File: src/sv/gbsd_pkg.sv
// Shared phase codes for the bit-serial Golomb decoder.
package gbsd_pkg;

  typedef logic [1:0] phase_t;

  // Decoder phase codes; the unused code behaves as the unary phase.
  localparam phase_t PhUnary = 2'd0;
  localparam phase_t PhRem   = 2'd1;
  localparam phase_t PhExtra = 2'd2;

endpackage

File: src/sv/golomb_bit_serial_decoder.sv
// Bit-serial Golomb decoder: unary quotient, truncated-binary remainder, zig-zag output.
// Throughput: one code bit per clock, sustained, as long as the result side keeps up.
// The result is registered: its request is valid in the cycle after the bit that ends its code.
// The critical path is the remainder step, the q*m + r add and its saturation compare.
// Reset (rst_ni low, async) returns to the unary phase with empty accumulators,
// no pending result, and the divisor register at 4.
module golomb_bit_serial_decoder
  import gbsd_pkg::*;
#(
  parameter int VALUE_BITS   = 32,
  parameter int DIVISOR_BITS = 16
) (
  input  logic                    clk_i,
  input  logic                    rst_ni,
  // configuration: divisor m
  input  logic                    cfg_valid_i,
  output logic                    cfg_ready_o,
  input  logic [DIVISOR_BITS-1:0] cfg_data_i,
  // coded bit stream
  input  logic                    s_axis_tvalid,
  output logic                    s_axis_tready,
  input  logic [7:0]              s_axis_tdata,   // [0] code_bit, rest zero
  // decoded values
  output logic                    m_axis_tvalid,
  input  logic                    m_axis_tready,
  // unsigned_value [VALUE_BITS-1:0], signed_value [2*VALUE_BITS:VALUE_BITS], zero pad above
  output logic [((2*VALUE_BITS+1+7)/8)*8-1:0] m_axis_tdata,
  output logic                    m_axis_tuser    // overflow
);

  localparam int OutBits = ((2 * VALUE_BITS + 1 + 7) / 8) * 8;
  localparam int PadBits = OutBits - (2 * VALUE_BITS + 1);
  localparam int BW      = $clog2(DIVISOR_BITS + 1);  // holds code width 0..DIVISOR_BITS
  localparam int LW      = $clog2(DIVISOR_BITS);      // holds bits left 0..DIVISOR_BITS-1
  localparam int SW      = ((VALUE_BITS > DIVISOR_BITS) ? VALUE_BITS : DIVISOR_BITS) + 1;
  localparam logic [VALUE_BITS-1:0] MaxV = {VALUE_BITS{1'b1}};

  // b = ceil(log2 m), m >= 1
  function automatic logic [BW-1:0] code_width(input logic [DIVISOR_BITS-1:0] m);
    logic [DIVISOR_BITS-1:0] mm;
    logic [BW-1:0]           b;
    mm = m - 1'b1;
    b  = '0;
    for (int i = 0; i < DIVISOR_BITS; i++) begin
      if (mm[i]) b = BW'(i + 1);
    end
    return b;
  endfunction

  // t = 2^b - m
  function automatic logic [DIVISOR_BITS-1:0] code_thresh(input logic [DIVISOR_BITS-1:0] m);
    logic [DIVISOR_BITS:0] t;
    t = ((DIVISOR_BITS + 1)'(1) << code_width(m)) - {1'b0, m};
    return t[DIVISOR_BITS-1:0];
  endfunction

  localparam logic [DIVISOR_BITS-1:0] DivReset = DIVISOR_BITS'(4);

  // Divisor and its derived width / threshold, all settled at write time.
  logic [DIVISOR_BITS-1:0] div_q;
  logic [BW-1:0]           width_q;
  logic [DIVISOR_BITS-1:0] thresh_q;
  logic [DIVISOR_BITS-1:0] cfg_eff;

  assign cfg_ready_o = 1'b1;
  assign cfg_eff     = (cfg_data_i == '0) ? DIVISOR_BITS'(1) : cfg_data_i;

  always_ff @(posedge clk_i or negedge rst_ni) begin
    if (!rst_ni) begin
      div_q    <= (DivReset == '0) ? DIVISOR_BITS'(1) : DivReset;
      width_q  <= code_width((DivReset == '0) ? DIVISOR_BITS'(1) : DivReset);
      thresh_q <= code_thresh((DivReset == '0) ? DIVISOR_BITS'(1) : DivReset);
    end else if (cfg_valid_i) begin
      div_q    <= cfg_eff;
      width_q  <= code_width(cfg_eff);
      thresh_q <= code_thresh(cfg_eff);
    end
  end

  // Decoder state
  phase_t                  phase_q, phase_d;
  logic [VALUE_BITS-1:0]   qd_q, qd_d;
  logic [DIVISOR_BITS-1:0] acc_q, acc_d;
  logic [LW-1:0]           left_q, left_d;
  logic                    sat_q, sat_d;
  logic                    emit;

  // Result register
  logic                    out_valid_q;
  logic [VALUE_BITS-1:0]   val_q;
  logic                    ovf_q;

  logic                    in_req;
  logic                    code_bit;
  logic [DIVISOR_BITS-1:0] acc_shift;
  logic [DIVISOR_BITS-1:0] acc_extra;
  logic [SW-1:0]           qd_sum;
  logic [SW-1:0]           val_sum;
  logic                    bits_done;

  assign s_axis_tready = !out_valid_q || m_axis_tready;
  assign in_req        = s_axis_tvalid && s_axis_tready;
  assign code_bit      = s_axis_tdata[0];

  // shift next remainder bit in; acc never exceeds DIVISOR_BITS-1 bits here
  assign acc_shift = {acc_q[DIVISOR_BITS-2:0], code_bit};
  assign acc_extra = (acc_shift >= thresh_q) ? acc_shift - thresh_q : '0;
  assign qd_sum    = SW'(qd_q) + SW'(div_q);

  always_comb begin
    phase_d   = phase_q;
    qd_d      = qd_q;
    acc_d     = acc_q;
    left_d    = left_q;
    sat_d     = sat_q;
    emit      = 1'b0;
    bits_done = 1'b0;
    case (phase_q)
      PhRem: begin
        acc_d     = acc_shift;
        left_d    = (left_q != '0) ? left_q - 1'b1 : left_q;
        bits_done = (left_d == '0);
      end
      PhExtra: begin
        acc_d = acc_extra;
        emit  = 1'b1;
      end
      default: begin
        phase_d = PhUnary;
        if (!code_bit) begin
          // one more unit of quotient
          if (qd_sum > SW'(MaxV)) begin
            qd_d  = MaxV;
            sat_d = 1'b1;
          end else begin
            qd_d = qd_sum[VALUE_BITS-1:0];
          end
        end else begin
          acc_d = '0;
          if (width_q == '0) begin
            emit = 1'b1;          // divisor of one: no remainder bits
          end else begin
            left_d    = LW'(width_q - 1'b1);
            bits_done = (left_d == '0);
            if (!bits_done) phase_d = PhRem;
          end
        end
      end
    endcase
    // remainder bits in: either read the extra bit or finish;
    // a divisor of one written mid-code has no extra bit
    if (bits_done) begin
      if ((width_q != '0) && (acc_d >= thresh_q)) phase_d = PhExtra;
      else                                         emit    = 1'b1;
    end
  end

  assign val_sum = SW'(qd_q) + SW'(acc_d);

  always_ff @(posedge clk_i or negedge rst_ni) begin
    if (!rst_ni) begin
      phase_q <= PhUnary;
      qd_q    <= '0;
      acc_q   <= '0;
      left_q  <= '0;
      sat_q   <= 1'b0;
    end else if (in_req) begin
      if (emit) begin
        phase_q <= PhUnary;
        qd_q    <= '0;
        acc_q   <= '0;
        left_q  <= '0;
        sat_q   <= 1'b0;
      end else begin
        phase_q <= phase_d;
        qd_q    <= qd_d;
        acc_q   <= acc_d;
        left_q  <= left_d;
        sat_q   <= sat_d;
      end
    end
  end

  always_ff @(posedge clk_i or negedge rst_ni) begin
    if (!rst_ni) begin
      out_valid_q <= 1'b0;
    end else if (in_req && emit) begin
      out_valid_q <= 1'b1;
    end else if (m_axis_tready) begin
      out_valid_q <= 1'b0;
    end
  end

  always_ff @(posedge clk_i) begin
    if (in_req && emit) begin
      if (val_sum > SW'(MaxV)) begin
        val_q <= MaxV;
        ovf_q <= 1'b1;
      end else begin
        val_q <= val_sum[VALUE_BITS-1:0];
        ovf_q <= sat_q;
      end
    end
  end

  // zig-zag unmap from the result register: even -> -(v/2), odd -> (v+1)/2
  logic [VALUE_BITS:0] half;
  logic [VALUE_BITS:0] zz;

  assign half = {2'b00, val_q[VALUE_BITS-1:1]};
  assign zz   = val_q[0] ? half + 1'b1 : (~half + 1'b1);

  assign m_axis_tvalid = out_valid_q;
  assign m_axis_tdata  = {{PadBits{1'b0}}, zz, val_q};
  assign m_axis_tuser  = ovf_q;

`ifndef ASSERT_OFF
  a_left_only_in_rem: assert property (@(posedge clk_i) disable iff (!rst_ni)
    (left_q != '0) |-> (phase_q == PhRem))
    else $error("remainder bit count live outside remainder phase");

  a_sat_holds_max: assert property (@(posedge clk_i) disable iff (!rst_ni)
    sat_q |-> (qd_q == MaxV))
    else $error("saturated flag set without saturated quotient");

  a_zero_bit_no_result: assert property (@(posedge clk_i) disable iff (!rst_ni)
    (in_req && (phase_q == PhUnary) && !code_bit) |=> (phase_q == PhUnary))
    else $error("unary zero bit left the unary phase");

  a_extra_emits: assert property (@(posedge clk_i) disable iff (!rst_ni)
    (in_req && (phase_q == PhExtra)) |=> (out_valid_q && (phase_q == PhUnary)))
    else $error("extra bit did not complete the code");
`endif

endmodule
File: config.mk
export PLATFORM = sky130hd
export DESIGN_NAME = golomb_bit_serial_decoder
export DESIGN_NICKNAME = d
export VERILOG_FILES = /design/src/sv/gbsd_pkg.sv /design/src/sv/golomb_bit_serial_decoder.sv
export SDC_FILE = /design/constraint.sdc
export NUM_CORES = 1
export LEC_CHECK = 0
export BUFFER_PORTS_ARGS = -buffer_cell sky130_fd_sc_hd__clkbuf_2
export CAP_MARGIN = 20
export CORE_ASPECT_RATIO = 0.9
export CORE_UTILIZATION = 60
export DETAILED_ROUTE_END_ITERATION = 16
export PLACE_DENSITY = 0.86
export REMOVE_ABC_BUFFERS = 1
export SLEW_MARGIN = 20
export SYNTH_ARGS = -nofsm -noshare
export SYNTH_HDL_FRONTEND = slang
export SYNTH_SLANG_ARGS = --single-unit
File: constraint.sdc
create_clock -name clk_i -period 8 [get_ports clk_i]
set_input_delay 0.4 -clock clk_i [delete_from_list [all_inputs] [get_ports clk_i]]
set_output_delay 0.4 -clock clk_i [all_outputs]
set_load 0.01 [all_outputs]
==> impl_metrics.py, run 1 <==
metrics = {
    "detailed_routing": {
        "drt-pass1-iter-count": 5,
        "viasPerCell": 6.41,
        "wl_met2_um": 12900,
        "drt_drc_violations_left": 0,
        "wl_met1_um": 13200,
        "dr_wl_met3_um": 2630,
        "via_count": 10700,
        "routed.top_layer": "met4",
        "routedWlPerCell_um": 17.7,
        "drtAntennaViolNets": 0,
        "drtIter0Drc": 1282,
        "wirelength_um": 29500,
    },
    "sta": {
        "period_share_pct": 85.3,
        "max_slew_margin_pct": 28.8,
        "setup_viol": 0,
        "tns_ns": 0,
        "rsz0062_at_grt": "false",
        "slew_viol_final": 0,
        "skew_ns": 0.0122,
        "holdWs_ns": 0.246,
        "fin_crit_ns": 6.82,
        "setup_slack_ns": 1.18,
        "max_freq_mhz": 147,
        "worstMarginPinSlew_ns": 1.07,
        "finalHoldViolCount": 0,
    },
    "floorplanning": {
        "die_h_um": 131,
        "core_area_mm2": 0.0179,
        "ioPinCount": 105,
        "die_area_mm2": 0.0191,
        "initial_core_util_pct": 62.3,
        "num_rows": 46,
        "die_width_um": 146,
    },
    "critical_path": {
        "max_stage_delay_ns": 0.78,
        "cp_data_required_time_ns": 8.27,
        "r2r_slack_ns": 1.28,
        "cp_num_buf_inv": 4,
        "r2r_end": "val_q[29]$_SDFFCE_PN1P_",
        "crit_arrival_ns": 7.09,
        "r2r_start": "thresh_q[0]$_DFFE_PN0P_",
        "cp-start-kind": "input port",
        "cp_slowest_cell": "nor2_1",
        "cp_top_family": "compound AO/OA/AOI/OAI gates",
        "worstSetupPathType": "input port to flip-flop",
        "worstRegToRegCells": 23,
        "critPathCaptureType": "flip-flop",
        "cp_max_fo": 14,
    },
    "layout": {
        "layoutNonFillerInstCount": 1665,
        "fin_area_mm2": 0.0123,
        "diodes": 0,
        "drive_gt1_share_pct": 12.9,
        "num-nets-final": 1534,
        "syn_to_final_growth_pct": 10.4,
    },
    "synthesis": {
        "netlist.area_leader.share_pct": 20.4,
        "yosysSeqAreaShare_pct": 29.8,
        "yosys.cell_types.count": 94,
        "yosysTopAreaCell": "dfrtp_1",
        "yosysMostFrequentCell": "nand2_1",
        "synth_area_leaders": "dfrtp_1 (20%), ha_1 (10%), edfxtp_1 (8.9%)",
        "postSynthAreaPerCell_um2": 8.27,
        "syn_area_mm2": 0.0111,
        "synth_edf_count": 33,
        "async_reset_ff_share_pct": 73.8,
        "synth_common_cells": "nand2_1 (150), o21ai_0 (110), a21oi_1 (98)",
        "synth-seq-cells": 126,
        "yosys_warnings": 0,
        "synth-main-ff-cell": "dfrtp_1",
        "netlist_instances": 1347,
    },
    "min_path": {
        "holdPathEnd": "div_q[12]$_DFFE_PN0P_",
        "holdPathStages": 2,
        "worstHoldStart": "cfg_data_i[12]",
        "hp-class": "input port to flip-flop",
    },
    "cts": {
        "clock-sinks": 126,
        "cts_resized": 0,
        "numCtsBuffers": 17,
        "cts_max_level": 4,
        "cts_tree": "yes",
        "clockBufferDepth": 2,
        "clkTransAtPathRegs_ns": 0.06,
        "cts_setup_buffers": 0,
        "clock_latency_ns": 0.43,
        "cts_root_buffer": "clkbuf_16",
        "hold_buffers": 1,
    },
    "outcome": {
        "outcome": "completed",
    },
    "run": {
        "drv_cap": 0,
    },
    "place": {
        "placed_cells": 1632,
        "port_buffers": 89,
        "dp_hpwl_um": 21600,
        "pre_cts_ws_ns": 1.15,
        "place_congestion": 0.979,
        "place_area_mm2": 0.0117,
    },
    "grt": {
        "overflow": 0,
        "grt_pass1_wl_um": 47900,
        "grt_max_degree": 57,
        "antenna_found_initial": 0,
        "grt_pass1_vias": 9454,
        "track_usage_pct": 30.8,
    },
    "power_and_ir_drop": {
        "seq_power_share_pct": 30.2,
        "switching_share_pct": 41.6,
        "p_switching_w": 0.00133,
        "power_frac_comb_pct": 45.2,
        "p_leak_nw": 5.59,
        "ir_worst_vdd_mv": 0.201,
        "clkPwrFrac_pct": 24.6,
        "p_int_w": 0.00187,
        "power.density_mw_per_mm2": 260,
    },
}
## state kept, by name, summed over array words and instances (netlist names)
register	cells
div_q	16
phase_q	2
width_q	5
val_q	32
left_q	4
m_axis_tvalid	1
qd_q	32
m_axis_tuser	1
acc_q	16
thresh_q	16
sat_q	1
## worst reg2reg max path, delay by kind of cell, from the launching register on
| family | cells | cell delay, ns |
|---|---|---|
| compound gates | 12 | 3.10 |
| fa+ha+maj | 4 | 1.05 |
| simple gates | 5 | 1.88 |
| buf+inv | 2 | 0.13 |
| flops | 1 | 0.42 |
## per-layer routing
metal | track usage (%) | up-vias
li1 | - | 5054
met1 | 44.0 | 4957
met2 | 46.8 | 594
met3 | 4.93 | 65
met4 | 11.2 | 0
met5 | 0 | -
## power by group through the flow
| stage | Clock [W] | Combinational, W | Sequential, W |
|---|---|---|---|
| global placement | 0 | 0.00135 | 0.000962 |
| global route | 0.000814 | 0.00158 | 0.000980 |
| detailed placement | 0 | 0.00140 | 0.000966 |
| finish | 0.000786 | 0.00144 | 0.000963 |
| CTS | 0.000788 | 0.00142 | 0.000956 |
| floorplan | 0 | 0.000996 | 0.000946 |
## cells by family (layout without fill, tap and decap cells)
family / after synthesis / after routing / share of synthesized area, %
DFF: 126 / 126 / 29.8
muxes: 27 / 27 / 2.65
xor gates and xnor gates: 89 / 89 / 6.99
adders and majority gates: 93 / 93 / 10.7
and+or+nand+nor: 480 / 480 / 21.5
buffers and inverters: 134 / 206 / 5.06
other: 2 / 8 / 0.0674
AOI/OAI and AO/OA: 396 / 396 / 23.2
## layout by cell type (no fill, tap or decap), types with 6 or more instances in the layout
cell type and n:
nand2_1 150, o21ai_0 110, a21oi_1 98, nor2_1 95, dfrtp_1 91, ha_1 89
clkbuf_2 88, inv_1 76, xnor2_1 56, nor3_1 41, nand3_1 41, xor2_1 33
edfxtp_1 33, nand2b_1 23, and3_1 22, a31oi_1 22, a21o_1 22, mux2_2 20
nand4_1 19, clkbuf_16 17, o21a_1 14, and2_1 14, nor2b_1 13, a22oi_1 12
nor4_1 12, o31ai_1 11, or3_1 10, o22ai_1 9, conb_1 8, mux2i_1 7
a211o_1 7, buf_4 7, a41oi_1 6, o21bai_1 6, or2_2 6, a22o_1 6
## through the flow
stage / util [%] / total power (W)
floorplan: - / 0.00194
global placement: 65.3 / 0.00232
detailed placement: 65.3 / 0.00236
CTS: 68.7 / 0.00317
global route: 68.7 / 0.00338
finish: 68.7 / 0.00319
## cell type report
cell class / instances / area [µm²]
clock buffer: 17 / 425
clock inverter: 15 / 171
fill: 1407 / 5600
inverter: 78 / 293
multi-input combinational: 1093 / 7290
sequential: 126 / 3320
tap: 240 / 300
timing repair buffer: 96 / 503
## how the worst max path moves through the flow
| stage | startpoint | end | cells past startpoint |
|---|---|---|---|
| floorplan | s_axis_tdata[0] | qd_q[19]$_DFFE_PN0P_ | 22 |
| global placement | s_axis_tdata[0] | val_q[29]$_SDFFCE_PN1P_ | 25 |
| detailed placement | s_axis_tdata[0] | val_q[29]$_SDFFCE_PN1P_ | 25 |
| finish | s_axis_tdata[0] | val_q[29]$_SDFFCE_PN1P_ | 25 |
| global route | s_axis_tdata[0] | val_q[29]$_SDFFCE_PN1P_ | 25 |
| CTS | s_axis_tdata[0] | val_q[29]$_SDFFCE_PN1P_ | 25 |
(Power assumes the default switching activity.)
==> inputs of run 2 (changes only) <==
Settings changed: RECOVER_POWER set to 25.
==> impl_metrics.py, run 2 (same netlist as run 1, synthesis figures left out) <==
metrics = {
    "outcome": {
        "outcome": "finished, violations left",
        "violations": "capacitance limit, slew limit",
    },
    "grt": {
        "antenna_found_initial": 0,
        "grt_pass1_wl_um": 47900,
        "globalRouteMet3Util_pct": 4.93,
        "grt_util_met2_pct": 46.8,
        "grt-busiest-layer": "met2",
        "overflow": 0,
        "grt_use_met1_pct": 44.0,
        "grt_pass1_vias": 9454,
        "track_usage_pct": 30.8,
        "grt_max_degree": 57,
    },
    "sta": {
        "max_slew_margin_pct": -39.9,
        "finalHoldViolCount": 0,
        "worstMarginPinSlew_ns": 2.10,
        "period_share_pct": 85.2,
        "skew_ns": 0.00910,
        "fin_crit_ns": 6.82,
        "setup_viol": 0,
        "rsz0062_at_grt": "false",
        "tns_ns": 0,
        "slew_viol_final": 86,
        "max_freq_mhz": 147,
    },
    "min_path": {
        "hp-class": "input port to flip-flop",
    },
    "floorplanning": {
        "num_rows": 46,
        "die_h_um": 131,
        "core_area_mm2": 0.0179,
        "die_width_um": 146,
        "ioPinCount": 105,
        "initial_core_util_pct": 62.3,
        "die_area_mm2": 0.0191,
    },
    "critical_path": {
        "critPathCaptureType": "flip-flop",
        "worstSetupPathType": "input port to flip-flop",
        "cp_data_required_time_ns": 8.27,
        "crit_arrival_ns": 7.08,
        "cp-start-kind": "input port",
        "cp_max_fo": 14,
    },
    "detailed_routing": {
        "wirelength_um": 29600,
        "drt-pass1-iter-count": 5,
        "drt_drc_violations_left": 0,
        "drtAntennaViolNets": 0,
        "drtIter0Drc": 1113,
        "viasPerCell": 6.43,
        "via_count": 10700,
        "routedWlPerCell_um": 17.8,
    },
    "layout": {
        "diodes": 0,
        "final_common_cell": "nand2_1",
        "syn_to_final_growth_pct": 9.99,
        "num-nets-final": 1534,
        "drive_gt1_share_pct": 10.8,
        "layout.cells.most_common_list": "nand2_1 (150), o21ai_0 (110), a21oi_1 (98)",
        "largest_registers": "qd_q: 32 flops, val_q: 32 flops",
        "fin_area_mm2": 0.0123,
    },
    "cts": {
        "cts_root_buffer": "clkbuf_16",
        "clkTransAtPathRegs_ns": 0.06,
        "clock_latency_ns": 0.42,
        "cts_tree": "yes",
        "cts_setup_buffers": 0,
        "cts_resized": 0,
        "clock-sinks": 126,
        "numCtsBuffers": 17,
        "clockBufferDepth": 2,
        "cts_max_level": 4,
    },
    "power_and_ir_drop": {
        "p_leak_nw": 5.49,
        "ir_worst_vdd_mv": 0.202,
        "power.density_mw_per_mm2": 260,
    },
    "place": {
        "place_area_mm2": 0.0117,
        "port_buffers": 89,
        "place_congestion": 0.979,
        "dp_hpwl_um": 21600,
    },
    "run": {
        "drv_cap": 2,
    },
}
[run 2: changes by cell type in the layout (fill, tap and decap cells not counted), sizes merged]
cell / delta
buf: -2
clkbuf: +2
[run 2: timing repair]
| action | in CTS | in global routing |
|---|---|---|
| hold endpoints to repair | 36 | 0 |
| hold buffers | 1 | 0 |
| endpoints found under the setup margin | 0 | 0 |
[run 2: final cells by class]
class,count,area (µm²)
flip-flops and latches,126,3320
repair buffers,96,460
inverters,78,293
fillers,1424,5640
multi-input cells,1093,7290
well taps,240,300
clock buffers,17,425
clock inverters,15,171
[run 2: through the flow]
| step | cells | total power (W) | utilization [%] | hold slack (ns) | worst slack [ns] |
|---|---|---|---|---|---|
| 2_1_floorplan | 1297 | 0.00194 | - | 0.104 | 2.60 |
| 3_3_place_gp | 1632 | 0.00232 | 65.3 | 0.395 | 1.25 |
| 3_5_place_dp | 1632 | 0.00236 | 65.3 | 0.398 | 1.15 |
| 4_1_cts | 1665 | 0.00317 | 68.7 | 0.239 | 1.51 |
| 5_1_grt | 1665 | 0.00337 | 68.5 | 0.270 | 0.799 |
| 6_report | 1665 | 0.00319 | 68.5 | 0.245 | 1.18 |
[run 2: final timing paths]
| check | start | endpoint | slack, ns | cells past startpoint |
|---|---|---|---|---|
| max | s_axis_tdata[0] | val_q[29]$_SDFFCE_PN1P_ | 1.18 | 25 |
| min | cfg_data_i[12] | div_q[12]$_DFFE_PN0P_ | 0.25 | 2 |
| max reg2reg | thresh_q[0]$_DFFE_PN0P_ | val_q[29]$_SDFFCE_PN1P_ | 1.28 | 23 |
| min reg2reg | thresh_q[9]$_DFFE_PN0P_ | thresh_q[9]$_DFFE_PN0P_ | 0.49 | 1 |
| max in group asynchronous | rst_ni | qd_q[27]$_DFFE_PN0P_ | 5.27 | 3 |
| min in group asynchronous | rst_ni | width_q[0]$_DFFE_PN0P_ | 1.10 | 2 |
[run 2: worst max-delay path, stage by stage]
cell      delay [ns]
clkbuf_2        0.16
clkinv_1        0.28
ha_1            0.32
inv_1           0.07
fa_1            0.22
a21oi_1         0.14
o221ai_1        0.30
nand2_1         0.15
o311ai_0        0.15
a311oi_1        0.19
nor2_1          0.77
a22oi_1         0.17
o21ai_0         0.36
ha_1            0.24
inv_1           0.06
fa_1            0.38
nor2b_1         0.20
o21a_1          0.16
o21ai_0         0.14
a211o_1         0.31
a31oi_1         0.43
a311o_1         0.56
nand3_1         0.44
and3_1          0.32
a21oi_1         0.16
[run 2: metal layers]
metal	vias up	share of wire [%]	wire length, µm
met1	4997	45	13400
met2	594	44	13000
met5	-	0	0
met3	64	8.4	2490
met4	0	2.4	725
li1	5055	-	-
[run 2: where the power goes]
group          total, W  internal, W  switching (W)
combinational   0.00144     0.000564       0.000875
clock          0.000785     0.000488       0.000297
sequential     0.000964     0.000808       0.000156
==> inputs of run 3 (changes only) <==
==> constraint.sdc (replaced) <==
create_clock -name clk_i -period 8.4 [get_ports clk_i]
set_input_delay 0.84 -clock clk_i [delete_from_list [all_inputs] [get_ports clk_i]]
set_output_delay 0.84 -clock clk_i [all_outputs]
set_load 0.01 [all_outputs]
==> impl_metrics.py, run 3 (same netlist as run 1, synthesis figures left out) <==
metrics = {
    "floorplanning": {
        "core_area_mm2": 0.0179,
        "ioPinCount": 105,
        "die_area_mm2": 0.0191,
        "num_rows": 46,
        "die_width_um": 146,
        "initial_core_util_pct": 62.3,
        "die_h_um": 131,
    },
    "detailed_routing": {
        "drt_drc_violations_left": 0,
        "routedWlPerCell_um": 17.4,
        "wirelength_um": 29000,
        "drtIter0Drc": 1390,
        "drt-pass1-iter-count": 5,
        "viasPerCell": 6.36,
        "drtAntennaViolNets": 0,
        "via_count": 10600,
    },
    "critical_path": {
        "r2r_slack_ns": 1.87,
        "critPathCaptureType": "flip-flop",
        "worstSetupPathType": "input port to flip-flop",
        "r2r_start": "thresh_q[0]$_DFFE_PN0P_",
        "cp_data_required_time_ns": 8.68,
        "r2r_end": "val_q[29]$_SDFFCE_PN1P_",
        "cp-start-kind": "input port",
        "cp_max_fo": 14,
        "crit_arrival_ns": 7.36,
        "worstRegToRegCells": 23,
    },
    "place": {
        "dp_hpwl_um": 21300,
        "placed_cells": 1633,
        "place_area_mm2": 0.0117,
        "port_buffers": 89,
        "place_congestion": 0.964,
    },
    "cts": {
        "hold_buffers": 0,
        "clock_latency_ns": 0.43,
        "clock-sinks": 126,
        "cts_root_buffer": "clkbuf_16",
        "cts_tree": "yes",
        "cts_resized": 0,
        "cts_setup_buffers": 0,
        "clkTransAtPathRegs_ns": 0.05,
        "clockBufferDepth": 2,
        "cts_max_level": 4,
        "numCtsBuffers": 17,
    },
    "layout": {
        "final_core_util_pct": 68.6,
        "regArea_mm2": 0.00332,
        "syn_to_final_growth_pct": 10.2,
        "layout.cells.most_common_list": "nand2_1 (150), o21ai_0 (110), a21oi_1 (98)",
        "fin_area_mm2": 0.0123,
        "layoutNonFillerInstCount": 1665,
        "diodes": 0,
        "num-nets-final": 1534,
        "final_common_cell": "nand2_1",
        "fill_cells": 1415,
        "multi_input_area_mm2": 0.00729,
        "drive_gt1_share_pct": 12.8,
        "largest_registers": "qd_q: 32 flops, val_q: 32 flops",
    },
    "min_path": {
        "holdPathStages": 1,
        "holdPathEnd": "thresh_q[9]$_DFFE_PN0P_",
        "worstHoldStart": "thresh_q[9]$_DFFE_PN0P_",
        "hp-class": "flip-flop to flip-flop",
    },
    "grt": {
        "antenna_found_initial": 0,
        "grt_pass1_wl_um": 47700,
        "overflow": 0,
        "grt_max_degree": 67,
        "grt_pass1_vias": 9399,
        "track_usage_pct": 30.6,
    },
    "power_and_ir_drop": {
        "p_switching_w": 0.00126,
        "p_int_w": 0.00176,
        "power.density_mw_per_mm2": 245,
        "seq_power_share_pct": 30.4,
        "clkPwrFrac_pct": 24.2,
        "p_leak_nw": 5.58,
        "ir_worst_vdd_mv": 0.181,
        "switching_share_pct": 41.7,
        "power_frac_comb_pct": 45.4,
    },
    "outcome": {
        "violations": "capacitance limit, slew limit",
        "outcome": "finished, violations left",
    },
    "sta": {
        "slew_viol_final": 143,
        "tns_ns": 0,
        "fin_crit_ns": 7.08,
        "finalHoldViolCount": 0,
        "worstMarginPinSlew_ns": 3.48,
        "setup_viol": 0,
        "holdWs_ns": 0.487,
        "rsz0062_at_grt": "false",
        "max_freq_mhz": 141,
        "skew_ns": 0.0103,
        "max_slew_margin_pct": -132,
        "period_share_pct": 84.3,
    },
    "run": {
        "drv_cap": 3,
    },
}
-- run 3: changes by cell type in the layout (fill, tap and decap cells not counted), sizes merged --
| cell | previous run | this run |
|---|---|---|
| bufinv | 3 | 1 |
| clkbuf | 107 | 111 |
| clkinv | 9 | 8 |
| clkinvlp | 3 | 2 |
| dlygate4sd3 | 1 | 0 |
| inv | 78 | 79 |
-- run 3: area by class of cell --
cell class	count	share of cell area (%)
flip-flops and latches	126	27.0
repair buffers	96	3.98
inverters	78	2.38
multi-input cells	1093	59.3
clock buffers	20	3.90
well taps	240	2.45
clock inverters	12	0.887
-- run 3: metal layers --
| layer | vias to the layer above | wire (µm) | global-route usage [%] |
|---|---|---|---|
| met1 | 4889 | 13300 | 44.4 |
| met5 | - | 0 | 0 |
| met2 | 580 | 12600 | 45.9 |
| met4 | 0 | 568 | 9.59 |
| li1 | 5055 | - | - |
| met3 | 61 | 2490 | 5.59 |
-- run 3: worst max-delay path by stage --
stage                               to            start  cells past startpoint
6_report       val_q[29]$_SDFFCE_PN1P_  s_axis_tdata[0]                     25
5_1_grt        val_q[29]$_SDFFCE_PN1P_  s_axis_tdata[0]                     25
4_1_cts        val_q[29]$_SDFFCE_PN1P_  s_axis_tdata[0]                     25
3_5_place_dp   val_q[29]$_SDFFCE_PN1P_  s_axis_tdata[0]                     25
3_3_place_gp   val_q[29]$_SDFFCE_PN1P_  s_axis_tdata[0]                     25
2_1_floorplan     qd_q[19]$_DFFE_PN0P_  s_axis_tdata[0]                     22
-- run 3: critical path, stage by stage --
cell      delay [ns]
clkbuf_2        0.16
clkinv_1        0.29
ha_1            0.32
inv_1           0.07
fa_1            0.21
a21oi_1         0.13
o221ai_1        0.28
nand2_1         0.14
o311ai_0        0.15
a311oi_1        0.20
nor2_1          0.79
a22oi_1         0.18
o21ai_0         0.37
ha_1            0.25
inv_1           0.06
fa_1            0.37
nor2b_1         0.16
o21a_1          0.15
o21ai_0         0.13
a211o_1         0.30
a31oi_1         0.37
a311o_1         0.51
nand3_1         0.44
and3_1          0.33
a21oi_1         0.13
-- run 3: power groups by stage --
| stage | clock, W | sequential [W] | combinational (W) |
|---|---|---|---|
| finish | 0.000729 | 0.000916 | 0.00137 |
| global route | 0.000759 | 0.000931 | 0.00152 |
| CTS | 0.000732 | 0.000909 | 0.00135 |
| detailed placement | 0 | 0.000919 | 0.00133 |
| global placement | 0 | 0.000915 | 0.00129 |
| floorplan | 0 | 0.000901 | 0.000948 |
-- run 3: stage by stage --
step / setup WS [ns] / total power [W]
final: 1.32 / 0.00301
after global routing: 0.923 / 0.00321
after CTS: 1.58 / 0.00299
after detailed placement: 1.19 / 0.00225
after global placement: 1.28 / 0.00221
after floorplan: 2.56 / 0.00185
